**config.mk**
```make
export PLATFORM = sky130hd
export DESIGN_NAME = wav_stream_decode_downmix_top_flat
export DESIGN_NICKNAME = d
export VERILOG_FILES = /design/src/hdl/wsd_pkg.sv /design/src/hdl/wsd_stream_if.sv /design/src/hdl/wsd_divider.sv /design/src/hdl/wsd_datapath.sv /design/src/hdl/wsd_ctrl.sv /design/src/hdl/wav_stream_decode_downmix_top.sv /design/src/flat_wrapper.sv
export SDC_FILE = /design/constraint.sdc
export NUM_CORES = 1
export LEC_CHECK = 0
export BUFFER_PORTS_ARGS = -buffer_cell sky130_fd_sc_hd__buf_2
export CAP_MARGIN = 20
export CORE_MARGIN = 10
export CORE_UTILIZATION = 55
export CTS_CLUSTER_SIZE = 24
export DETAILED_ROUTE_END_ITERATION = 12
export MAX_ROUTING_LAYER = met4
export PLACE_DENSITY = 0.69
export REMOVE_ABC_BUFFERS = 1
export SYNTH_ARGS = -nofsm -noshare
export SYNTH_HDL_FRONTEND = slang
export SYNTH_SLANG_ARGS = --single-unit
```
**constraint.sdc**
```tcl
create_clock -name clk -period 8.86 [get_ports clk]
set_input_delay 1.772 -clock clk [delete_from_list [all_inputs] [get_ports clk]]
set_output_delay 1.772 -clock clk [all_outputs]
set_load 0.03 [all_outputs]
```
**src/hdl/wsd_pkg.sv**
```systemverilog
// ----------------------------------------------------------------------------
// wsd_pkg
// Shared types, codes and helpers for the wav stream decoder and downmixer.
// ----------------------------------------------------------------------------
package wsd_pkg;

  localparam int MaxChannels = 8;
  localparam int ChanW = $clog2(MaxChannels + 1);

  localparam logic [31:0] TAG_RIFF = 32'h46464952;
  localparam logic [31:0] TAG_WAVE = 32'h45564157;
  localparam logic [31:0] TAG_FMT  = 32'h20746D66;
  localparam logic [31:0] TAG_DATA = 32'h61746164;

  localparam logic [1:0] KIND_SAMPLE = 2'd0;
  localparam logic [1:0] KIND_DONE   = 2'd1;
  localparam logic [1:0] KIND_ERROR  = 2'd2;

  localparam logic [2:0] ST_OK        = 3'd0;
  localparam logic [2:0] ST_NOT_WAVE  = 3'd1;
  localparam logic [2:0] ST_TRUNC     = 3'd2;
  localparam logic [2:0] ST_FMT_INC   = 3'd3;
  localparam logic [2:0] ST_DEPTH     = 3'd4;
  localparam logic [2:0] ST_UNSUPP    = 3'd5;

  typedef enum logic [2:0] {
    PH_HEADER, PH_CHUNK, PH_FMT, PH_DATA, PH_SKIP, PH_PAD, PH_SINK
  } phase_t;

  typedef enum logic [2:0] {
    C_IDLE, C_DIV, C_OUT_SAMPLE, C_OUT_FINAL
  } ctrl_state_t;

  // controller to datapath
  typedef struct packed {
    logic parse;      // consume the held byte
    logic div_start;  // start the downmix divide
    logic clear;      // back to reset after final report
  } dp_cmd_t;

  // datapath to controller
  typedef struct packed {
    logic frame_done; // parse produced a full frame
    logic div_busy;
  } dp_stat_t;

  function automatic logic signed [31:0] pcm_q23(input logic [31:0] w);
    pcm_q23 = $signed(w) >>> 8;
  endfunction

  function automatic logic signed [31:0] float_q23(input logic [31:0] w);
    logic [7:0]  e;
    logic [26:0] m;
    logic [26:0] mag;
    e = w[30:23];
    m = {3'd0, 1'b1, w[22:0]};
    if (e == 8'hFF || e == 8'd0) mag = '0;
    else if (e >= 8'd130) mag = 27'h4000000;
    else if (e >= 8'd127) mag = m << (e - 8'd127);
    else if ((8'd127 - e) >= 8'd24) mag = '0;
    else mag = m >> (8'd127 - e);
    float_q23 = w[31] ? -$signed({5'd0, mag}) : $signed({5'd0, mag});
  endfunction

endpackage

```
**src/hdl/wsd_stream_if.sv**
```systemverilog
// ----------------------------------------------------------------------------
// wsd_stream_if
// Valid/ready channel carrying a generic payload.
// ----------------------------------------------------------------------------
interface wsd_stream_if #(parameter int W = 8) (input logic clk);
  logic         valid;
  logic         ready;
  logic [W-1:0] data;
  modport source (output valid, output data, input ready);
  modport sink   (input valid, input data, output ready);
endinterface

```
**src/hdl/wsd_divider.sv**
```systemverilog
// ----------------------------------------------------------------------------
// wsd_divider
// Signed restoring divider, one quotient bit a cycle, truncating toward zero.
// ----------------------------------------------------------------------------
module wsd_divider (
  input  logic                         clk,
  input  logic                         rst,
  input  logic                         start,
  input  logic signed [31:0]           num,
  input  logic [wsd_pkg::ChanW-1:0]    den,
  output logic                         busy,
  output logic signed [31:0]           quo
);
  logic [31:0] rem_q;
  logic [31:0] q;
  logic [32:0] r;
  logic [5:0]  cnt;
  logic        neg;
  logic [32:0] trial;

  always_comb begin
    trial = {r[31:0], rem_q[31]} - {{(33 - wsd_pkg::ChanW){1'b0}}, den};
  end

  always_ff @(posedge clk) begin
    if (rst) begin
      busy <= 1'b0;
      cnt <= '0;
    end else if (start) begin
      busy <= 1'b1;
      cnt <= 6'd32;
      rem_q <= num[31] ? 32'(-num) : num;
      neg <= num[31];
      r <= '0;
      q <= '0;
    end else if (busy) begin
      rem_q <= {rem_q[30:0], 1'b0};
      if (!trial[32]) begin
        r <= trial;
        q <= {q[30:0], 1'b1};
      end else begin
        r <= {r[31:0], rem_q[31]};
        q <= {q[30:0], 1'b0};
      end
      cnt <= cnt - 6'd1;
      if (cnt == 6'd1) busy <= 1'b0;
    end
  end

  assign quo = neg ? -$signed(q) : $signed(q);
endmodule

```
**src/hdl/wsd_datapath.sv**
```systemverilog
// ----------------------------------------------------------------------------
// wsd_datapath
// Chunk walker, fmt store, sample decode and channel accumulation.
// ----------------------------------------------------------------------------
module wsd_datapath (
  input  logic                 clk,
  input  logic                 rst,
  input  wsd_pkg::dp_cmd_t     cmd,
  input  logic [7:0]           b,
  input  logic                 eof,
  output wsd_pkg::dp_stat_t    stat,
  output logic signed [23:0]   avg,
  output logic [1:0]           fin_kind,
  output logic [2:0]           fin_status,
  output logic [31:0]          rate_hz
);
  wsd_pkg::phase_t phase, phase_n;
  logic [4:0]  byte_count, byte_count_n;
  logic [31:0] tag_shift, tag_n, chunk_left, chunk_n;
  logic        pad_pending, pad_n, fmt_seen, fmt_n, data_seen, data_n;
  logic [15:0] format_code, fc_n, channel_count, cc_n, sample_bits, sb_n;
  logic [31:0] rate_store, rs_n;
  logic [2:0]  sample_bytes, sby_n;
  logic [1:0]  byte_in_sample, bis_n;
  logic [wsd_pkg::ChanW-1:0] channel_index, ci_n;
  logic signed [31:0] mix_sum, ms_n, div_num, quo;
  logic [2:0]  error_code, err_n;
  logic        frame_n;
  logic [31:0] w;
  logic signed [31:0] q;
  logic [2:0]  fe;
  logic        div_busy;
  logic        frame_done;

  wsd_divider u_div (
    .clk(clk), .rst(rst), .start(cmd.div_start), .num(div_num),
    .den(channel_count[wsd_pkg::ChanW-1:0]), .busy(div_busy), .quo(quo)
  );

  always_comb begin
    if (channel_count == 16'd0 || rate_store == 32'd0) fe = wsd_pkg::ST_FMT_INC;
    else if (sample_bits[15:3] == 13'd0) fe = wsd_pkg::ST_DEPTH;
    else if (channel_count > 16'(wsd_pkg::MaxChannels)) fe = wsd_pkg::ST_UNSUPP;
    else if (format_code == 16'd1 && (sample_bits == 16'd16 || sample_bits == 16'd24
             || sample_bits == 16'd32)) fe = wsd_pkg::ST_OK;
    else if (format_code == 16'd3 && sample_bits == 16'd32) fe = wsd_pkg::ST_OK;
    else fe = wsd_pkg::ST_UNSUPP;
  end

  always_comb begin
    phase_n = phase; byte_count_n = byte_count; tag_n = tag_shift;
    chunk_n = chunk_left; pad_n = pad_pending; fmt_n = fmt_seen; data_n = data_seen;
    fc_n = format_code; cc_n = channel_count; sb_n = sample_bits; rs_n = rate_store;
    sby_n = sample_bytes; bis_n = byte_in_sample; ci_n = channel_index;
    ms_n = mix_sum; err_n = error_code; frame_n = 1'b0;
    w = (tag_shift >> 8) | {b, 24'd0};
    q = (format_code == 16'd3) ? wsd_pkg::float_q23(w) : wsd_pkg::pcm_q23(w);
    unique case (phase)
      wsd_pkg::PH_HEADER: begin
        tag_n = w;
        if (byte_count == 5'd3 && w != wsd_pkg::TAG_RIFF) begin
          if (err_n == '0) err_n = wsd_pkg::ST_NOT_WAVE;
          phase_n = wsd_pkg::PH_SINK;
        end else if (byte_count == 5'd11) begin
          if (w != wsd_pkg::TAG_WAVE) begin
            if (err_n == '0) err_n = wsd_pkg::ST_NOT_WAVE;
            phase_n = wsd_pkg::PH_SINK;
          end else begin
            phase_n = wsd_pkg::PH_CHUNK; byte_count_n = '0; tag_n = '0;
          end
        end else byte_count_n = byte_count + 5'd1;
      end
      wsd_pkg::PH_CHUNK: begin
        if (byte_count < 5'd4) tag_n = w;
        else chunk_n = (chunk_left >> 8) | {b, 24'd0};
        byte_count_n = byte_count + 5'd1;
        if (byte_count == 5'd7) begin
          pad_n = chunk_n[0];
          byte_count_n = '0;
          if (tag_shift == wsd_pkg::TAG_FMT && !data_seen) begin
            if (chunk_n < 32'd16) begin
              if (err_n == '0) err_n = wsd_pkg::ST_FMT_INC;
              phase_n = wsd_pkg::PH_SINK;
            end else begin
              fc_n = '0; cc_n = '0; rs_n = '0; sb_n = '0; phase_n = wsd_pkg::PH_FMT;
            end
          end else if (tag_shift == wsd_pkg::TAG_DATA) begin
            if (!fmt_seen) begin
              if (err_n == '0) err_n = wsd_pkg::ST_FMT_INC;
              phase_n = wsd_pkg::PH_SINK;
            end else if (fe != wsd_pkg::ST_OK) begin
              if (err_n == '0) err_n = fe;
              phase_n = wsd_pkg::PH_SINK;
            end else begin
              if (chunk_n != '0) data_n = 1'b1;
              sby_n = sample_bits[5:3]; bis_n = '0; ci_n = '0; ms_n = '0;
              phase_n = wsd_pkg::PH_DATA;
            end
          end else phase_n = wsd_pkg::PH_SKIP;
          if (phase_n != wsd_pkg::PH_SINK) begin
            tag_n = '0;
            if (chunk_n == '0)
              phase_n = pad_n ? wsd_pkg::PH_PAD : wsd_pkg::PH_CHUNK;
          end
        end
      end
      wsd_pkg::PH_FMT: begin
        unique case (byte_count)
          5'd0: fc_n[7:0] = b;
          5'd1: fc_n[15:8] = b;
          5'd2: cc_n[7:0] = b;
          5'd3: cc_n[15:8] = b;
          5'd4: rs_n[7:0] = b;
          5'd5: rs_n[15:8] = b;
          5'd6: rs_n[23:16] = b;
          5'd7: rs_n[31:24] = b;
          5'd14: sb_n[7:0] = b;
          5'd15: sb_n[15:8] = b;
          default: ;
        endcase
        if (byte_count == 5'd15) fmt_n = 1'b1;
        if (byte_count < 5'd16) byte_count_n = byte_count + 5'd1;
        chunk_n = chunk_left - 32'd1;
        if (chunk_n == '0) begin
          phase_n = pad_pending ? wsd_pkg::PH_PAD : wsd_pkg::PH_CHUNK;
          byte_count_n = '0;
        end
      end
      wsd_pkg::PH_DATA: begin
        tag_n = w;
        if ({1'b0, byte_in_sample} + 3'd1 >= sample_bytes) begin
          ms_n = mix_sum + q; tag_n = '0; bis_n = '0;
          ci_n = channel_index + 1'b1;
          if (16'(ci_n) >= channel_count) begin
            frame_n = 1'b1; ci_n = '0;
          end
        end else bis_n = byte_in_sample + 2'd1;
        chunk_n = chunk_left - 32'd1;
        if (chunk_n == '0) begin
          phase_n = pad_pending ? wsd_pkg::PH_PAD : wsd_pkg::PH_CHUNK;
          byte_count_n = '0;
        end
      end
      wsd_pkg::PH_SKIP: begin
        chunk_n = chunk_left - 32'd1;
        if (chunk_n == '0) begin
          phase_n = pad_pending ? wsd_pkg::PH_PAD : wsd_pkg::PH_CHUNK;
          byte_count_n = '0;
        end
      end
      wsd_pkg::PH_PAD: begin
        pad_n = 1'b0; phase_n = wsd_pkg::PH_CHUNK; byte_count_n = '0; tag_n = '0;
      end
      default: ;
    endcase
    // end of file report
    if (eof) begin
      if (phase_n == wsd_pkg::PH_HEADER) begin
        if (err_n == '0) err_n = wsd_pkg::ST_NOT_WAVE;
      end else if (phase_n == wsd_pkg::PH_FMT && byte_count_n < 5'd16) begin
        if (err_n == '0) err_n = wsd_pkg::ST_FMT_INC;
      end else if (phase_n == wsd_pkg::PH_DATA) begin
        if (err_n == '0) err_n = wsd_pkg::ST_TRUNC;
      end
      if (err_n == '0 && !data_n) err_n = wsd_pkg::ST_FMT_INC;
    end
  end

  always_ff @(posedge clk) begin
    if (rst || cmd.clear) begin
      phase <= wsd_pkg::PH_HEADER; byte_count <= '0; tag_shift <= '0;
      chunk_left <= '0; pad_pending <= 1'b0; format_code <= '0;
      channel_count <= '0; rate_store <= '0; sample_bits <= '0;
      fmt_seen <= 1'b0; data_seen <= 1'b0; sample_bytes <= '0;
      byte_in_sample <= '0; channel_index <= '0; mix_sum <= '0; error_code <= '0;
      frame_done <= 1'b0;
    end else if (cmd.parse) begin
      phase <= phase_n; byte_count <= byte_count_n; tag_shift <= tag_n;
      chunk_left <= chunk_n; pad_pending <= pad_n; format_code <= fc_n;
      channel_count <= cc_n; rate_store <= rs_n; sample_bits <= sb_n;
      fmt_seen <= fmt_n; data_seen <= data_n; sample_bytes <= sby_n;
      byte_in_sample <= bis_n; channel_index <= ci_n;
      mix_sum <= frame_n ? 32'sd0 : ms_n; error_code <= err_n;
      frame_done <= frame_n;
      if (frame_n) div_num <= ms_n;
      fin_kind <= (err_n != '0) ? wsd_pkg::KIND_ERROR : wsd_pkg::KIND_DONE;
      fin_status <= err_n;
      rate_hz <= (err_n != '0) ? 32'd0 : rs_n;
    end
  end

  assign stat = '{frame_done: frame_done, div_busy: div_busy};

  always_comb begin
    if (quo > 32'sd8388607) avg = 24'sh7FFFFF;
    else if (quo < -32'sd8388608) avg = 24'sh800000;
    else avg = quo[23:0];
  end
endmodule

```
**src/hdl/wsd_ctrl.sv**
```systemverilog
// ----------------------------------------------------------------------------
// wsd_ctrl
// Sequencer: takes a byte, runs the divide when a frame closes, emits beats.
// ----------------------------------------------------------------------------
module wsd_ctrl (
  input  logic              clk,
  input  logic              rst,
  input  logic              in_valid,
  output logic              in_ready,
  input  logic              eof,
  output logic              out_valid,
  input  logic              out_ready,
  output logic              out_final,
  output logic              out_last,
  output wsd_pkg::dp_cmd_t  cmd,
  input  wsd_pkg::dp_stat_t stat
);
  wsd_pkg::ctrl_state_t state, state_next;
  logic eof_q, started;

  always_ff @(posedge clk) begin
    if (rst) begin
      state <= wsd_pkg::C_IDLE; eof_q <= 1'b0; started <= 1'b0;
    end else begin
      state <= state_next;
      if (in_valid && in_ready) eof_q <= eof;
      started <= (state == wsd_pkg::C_IDLE && in_valid) && !started ? 1'b1 : 1'b0;
    end
  end

  // started: the byte was parsed in the previous cycle, its flags are now settled
  always_comb begin
    state_next = state;
    unique case (state)
      wsd_pkg::C_IDLE:
        if (started) begin
          if (stat.frame_done) state_next = wsd_pkg::C_DIV;
          else if (eof_q) state_next = wsd_pkg::C_OUT_FINAL;
        end
      wsd_pkg::C_DIV:
        if (!stat.div_busy && !started) state_next = wsd_pkg::C_OUT_SAMPLE;
      wsd_pkg::C_OUT_SAMPLE:
        if (out_ready) state_next = eof_q ? wsd_pkg::C_OUT_FINAL : wsd_pkg::C_IDLE;
      wsd_pkg::C_OUT_FINAL:
        if (out_ready) state_next = wsd_pkg::C_IDLE;
      default: state_next = wsd_pkg::C_IDLE;
    endcase
  end

  always_comb begin
    in_ready = (state == wsd_pkg::C_IDLE) && !started;
    cmd.parse = in_valid && in_ready;
    cmd.div_start = (state == wsd_pkg::C_IDLE) && started && stat.frame_done;
    out_valid = (state == wsd_pkg::C_OUT_SAMPLE) || (state == wsd_pkg::C_OUT_FINAL);
    out_final = (state == wsd_pkg::C_OUT_FINAL);
    out_last = out_final || !eof_q;
    cmd.clear = (state == wsd_pkg::C_OUT_FINAL) && out_ready;
  end
endmodule

```
**src/hdl/wav_stream_decode_downmix_top.sv**
```systemverilog
// a byte with no result is parsed before the next byte is taken; a byte
// closing a frame gives its sample beat after a bit-serial divide and holds
// the input through the divide and any output stall; the end report follows
// the byte marked eof, after any sample beat that byte gives
// reset: synchronous, active high, clears parser and sequencer; the block
// also returns to its reset state once the end report is taken
// ----------------------------------------------------------------------------
// wav_stream_decode_downmix_top
// RIFF/WAVE byte parser with PCM/float decode and mono downmix.
// ----------------------------------------------------------------------------
module wav_stream_decode_downmix_top (
  input  logic        clk,
  input  logic        rst,
  wsd_stream_if.sink   in_ch,
  wsd_stream_if.source out_ch
);
  wsd_pkg::dp_cmd_t  cmd;
  wsd_pkg::dp_stat_t stat;
  logic out_final, out_last;
  logic signed [23:0] avg;
  logic [1:0]  fin_kind;
  logic [2:0]  fin_status;
  logic [31:0] rate_hz;

  wsd_ctrl u_ctrl (
    .clk(clk), .rst(rst), .in_valid(in_ch.valid), .in_ready(in_ch.ready),
    .eof(in_ch.data[8]), .out_valid(out_ch.valid), .out_ready(out_ch.ready),
    .out_final(out_final), .out_last(out_last), .cmd(cmd), .stat(stat)
  );

  wsd_datapath u_dp (
    .clk(clk), .rst(rst), .cmd(cmd), .b(in_ch.data[7:0]), .eof(in_ch.data[8]),
    .stat(stat), .avg(avg), .fin_kind(fin_kind), .fin_status(fin_status),
    .rate_hz(rate_hz)
  );

  // payload: run_end, status, rate_hz, sample, kind
  assign out_ch.data = out_final
    ? {1'b1, fin_status, rate_hz, 24'd0, fin_kind}
    : {out_last, wsd_pkg::ST_OK, 32'd0, avg, wsd_pkg::KIND_SAMPLE};
endmodule

```
**src/flat_wrapper.sv**
```systemverilog
// flat-port wrapper written by rule: the top's interface ports become plain ports
module wav_stream_decode_downmix_top_flat 
  (clk, rst, in_ch_valid, in_ch_data, in_ch_ready, out_ch_valid, out_ch_data, out_ch_ready);
  wsd_stream_if #(.W(9)) in_ch_i (.clk(clk));
  wsd_stream_if #(.W(62)) out_ch_i (.clk(clk));
  input  logic clk;
  input  logic rst;
  input wire logic [$bits(in_ch_i.valid)-1:0] in_ch_valid;
  input wire logic [$bits(in_ch_i.data)-1:0] in_ch_data;
  output wire logic [$bits(in_ch_i.ready)-1:0] in_ch_ready;
  output wire logic [$bits(out_ch_i.valid)-1:0] out_ch_valid;
  output wire logic [$bits(out_ch_i.data)-1:0] out_ch_data;
  input wire logic [$bits(out_ch_i.ready)-1:0] out_ch_ready;
  assign in_ch_i.valid = in_ch_valid;
  assign in_ch_i.data = in_ch_data;
  assign in_ch_ready = in_ch_i.ready;
  assign out_ch_valid = out_ch_i.valid;
  assign out_ch_data = out_ch_i.data;
  assign out_ch_i.ready = out_ch_ready;
  wav_stream_decode_downmix_top u_core (.clk(clk), .rst(rst), .in_ch(in_ch_i), .out_ch(out_ch_i));
endmodule
```
==> run_results.csv <==
group,metric,value,unit
setup_path,critPathTopFamily,"compound AO/OA/AOI/OAI gates",
clock_network,cts_buffers,42,
placement,routabilityCongestion,1.08,
setup_path,cp_max_fo,35,
grt,gr-usage-all-layers,0.277,
synthesis,synth_simple_gate_area_frac,0.228,
floorplanning,io_pins,77,
final_layout,stdcell_count,3497,
setup_path,start_kind,"primary input",
setup_path,endpoint_kind,"flop",
power_and_ir_drop,p_int,2.99,mW
status,status,"finished clean",
synthesis,synth-async-reset-ratio,0,
synthesis,ys_types,101,
synthesis,synth_top_family_by_area,"simple AND/OR/NAND/NOR gates",
worst_hold_path,worst_hold_path_type,"flop to flop",
synthesis,muxShareOfSynthArea,0.0761,
grt,grt_start_max_net_pins,93,
routing,dr.first_iter.drc_count,2231,
synthesis,yosys.area.top_type,"edfxtp_1",
timing,rsz0062_at_grt,"false",
timing,finalSetupTns,0,ns
setup_path,cp_slowest_stage_delay,0.54,ns
setup_path,path_class,"primary input to flop",
clock_network,clk_path_buf_depth,3,
timing,fmax,128,MHz
routing,routed_via_density,6.56,
timing,post-route-worst-setup-slack,1.03,ns
final_layout,num_antenna_cells,0,
flow_run,drv_cap,0,
power_and_ir_drop,comb_power_share,0.110,
routing,vias,22900,
synthesis,synth-adder-area-share,0.0341,
timing,setup_violations,0,
final_layout,final_area,0.0276,mm²
power_and_ir_drop,p_switching,1.10,mW
placement,io_buffers,76,
routing,wl,77.9,mm
routing,ant_nets,0,
power_and_ir_drop,power_frac_clock,0.436,
placement,hpwl,54.5,mm
clock_network,htreeDepth,2,
clock_network,cts_setup_buffers,0,
placement,placed_area,0.0262,mm²
power_and_ir_drop,total_power,4.09,mW
synthesis,netlist_area,0.0254,mm²
timing,hold_ws,0.477,ns
grt,grt_pass1_vias,21600,
routing,wire_per_inst,22.3,µm
clock_network,cts.clk_slew.worst_paths,0.06,ns
clock_network,postCtsHoldBufs,0,
grt,grt_pass1_wl,123,mm
final_layout,drive_above_1_share,0.125,
synthesis,synthFlopType,"dfxtp_1",
synthesis,syn_area_per_cell,8.75,µm²
power_and_ir_drop,power.density,148,mW/mm²
setup_path,cp_num_buf_inv,2,
synthesis,synth_area_leaders,"edfxtp_1 20%, dfxtp_1 17%, nor2_1 4.2%, o21ai_0 3.8%, nand2_1 3.8%",
setup_path,cpMostUsedCell,"o21ai_0",
synthesis,synth_top_area_frac,0.196,
timing,min_period,7.83,ns
synthesis,synth_edf_count,166,
final_layout,n_fill_cell,4013,
final_layout,layout_commonest_cell,"nor2_1",
synthesis,synth_seq_cells,377,
clock_network,cts_tree,"yes",
timing,worst_pin_slew,1.12,ns
clock_network,clock-sinks,377,
timing,slew_headroom,0.250,
power_and_ir_drop,seqPwrFrac,0.454,
placement,dp.cells,3417,
final_layout,fin_nets,2944,
power_and_ir_drop,p_leak,10.1,nW
timing,finalCritPeriodShare,0.884,
floorplanning,fp.dieW,235,µm
floorplanning,core-area,0.0455,mm²
floorplanning,dieArea,0.0552,mm²
synthesis,yosysWarningCount,0,
floorplanning,die_h,235,µm
clock_network,clk_latency,0.60,ns
synthesis,yosys.area_share.xor_xnor,0.0527,
setup_path,cpMaxStageDelayCell,"or3b_1",
clock_network,ctsResizeCount,0,
synthesis,syn_inst,2904,
power_and_ir_drop,switching_share,0.268,
clock_network,cts_root_buffer,"clkbuf_16",
final_layout,mostFrequentLayoutCells,"277 x nor2_1, 254 x nand2_1, 210 x dfxtp_1",
routing,drc,0,
timing,fin_worst_skew,0.0506,ns
grt,grt_overflow,0,
setup_path,crit_arrival,8.16,ns
final_layout,final_util,0.607,
timing,finalHoldViolations,0,
final_layout,syn2layout_area_growth,8.65,%
placement,pre_cts_ws,0.494,ns
synthesis,synth-compound-area-share,0.200,
timing,slew_violations,0,
routing,drt-pass1-iter-count,5,
power_and_ir_drop,irDropWorstVdd,0.000128,V
synthesis,yosysSeqAreaShare,0.363,
grt,antenna_found_initial,0,
setup_path,worstPathRequired,9.19,ns
floorplanning,start_util,0.559,
floorplanning,rows,78,
path summary, 6_finish.rpt:
kind	start	to	slack (ns)	cells after the start
worst max-delay path	in_ch_data[1]	u_core.u_dp.div_num[30]$_DFFE_PP_	1.03	27
worst min-delay path	u_core.u_dp.channel_index[3]$_SDFFE_PP0P_	u_core.u_dp.channel_index[3]$_SDFFE_PP0P_	0.48	2
worst max register to register	u_core.u_dp.tag_shift[31]$_SDFFE_PP0P_	u_core.u_dp.div_num[30]$_DFFE_PP_	1.73	26
worst min register to register	u_core.u_dp.channel_index[3]$_SDFFE_PP0P_	u_core.u_dp.channel_index[3]$_SDFFE_PP0P_	0.48	2
tightest hold or removal path, stage by stage (launching register included):
cell and delay [ns]:
dfxtp_1 0.32, nand2_1 0.06, a21oi_1 0.05
state kept, by name, indices dropped and copies added, names as in the netlist, 5 cells and up:
register / count
u_core.u_dp.byte_count: 5
u_core.u_dp.tag_shift: 32
u_core.u_dp.format_code: 16
u_core.u_dp.u_div.rem_q: 32
u_core.u_dp.channel_count: 16
u_core.u_dp.u_div.r: 32
u_core.u_dp.mix_sum: 32
u_core.u_dp.chunk_left: 32
u_core.u_dp.u_div.cnt: 6
u_core.u_dp.div_num: 32
u_core.u_dp.u_div.q: 32
u_core.u_dp.rate_store: 32
u_core.u_dp.rate_hz: 32
u_core.u_dp.sample_bits: 16
cell families (layout without fill, tap and decap cells):
| group | after synthesis | in the layout |
|---|---|---|
| mux | 148 | 148 |
| simple gates | 1109 | 1109 |
| compound gates | 765 | 765 |
| xor+xnor | 152 | 152 |
| flops | 377 | 377 |
| buf+inv | 285 | 278 |
| fa+ha+maj | 68 | 68 |
cells in the mapped netlist, types with 73 or more instances:
| cell type | count |
|---|---|
| a21oi_1 | 139 |
| a22o_1 | 73 |
| a22oi_1 | 73 |
| clkbuf_1 | 192 |
| dfxtp_1 | 211 |
| edfxtp_1 | 166 |
| mux2i_1 | 93 |
| nand2_1 | 254 |
| nor2_1 | 283 |
| nor3_1 | 91 |
| o21ai_0 | 194 |
| xor2_1 | 92 |
metal layers:
metal / global-route usage / share of wire / up-vias
met5: - / 0 / -
met4: 0.0971 / 0.034 / 0
met3: 0.0460 / 0.075 / 176
met2: 0.432 / 0.46 / 980
met1: 0.359 / 0.43 / 11000
li1: - / - / 10700
power groups by stage:
stage          Combinational (mW)  Sequential (mW)  Clock (mW)
2_1_floorplan               0.273             1.89           0
3_3_place_gp                0.436             1.89           0
3_5_place_dp                0.440             1.89           0
4_1_cts                     0.441             1.85        1.81
5_1_grt                     0.485             1.85        1.88
6_report                    0.450             1.85        1.78
layout make-up:
type,instances,area [µm²],area share
Multi-Input combinational cell,2242,15100,0.547
Clock inverter,24,265,0.00961
Tap cell,600,751,0.0272
Clock buffer,54,1150,0.0415
Inverter,56,210,0.00762
Timing Repair Buffer,144,911,0.0330
Sequential cell,377,9210,0.334
Power figures use the tool's default switching activity.
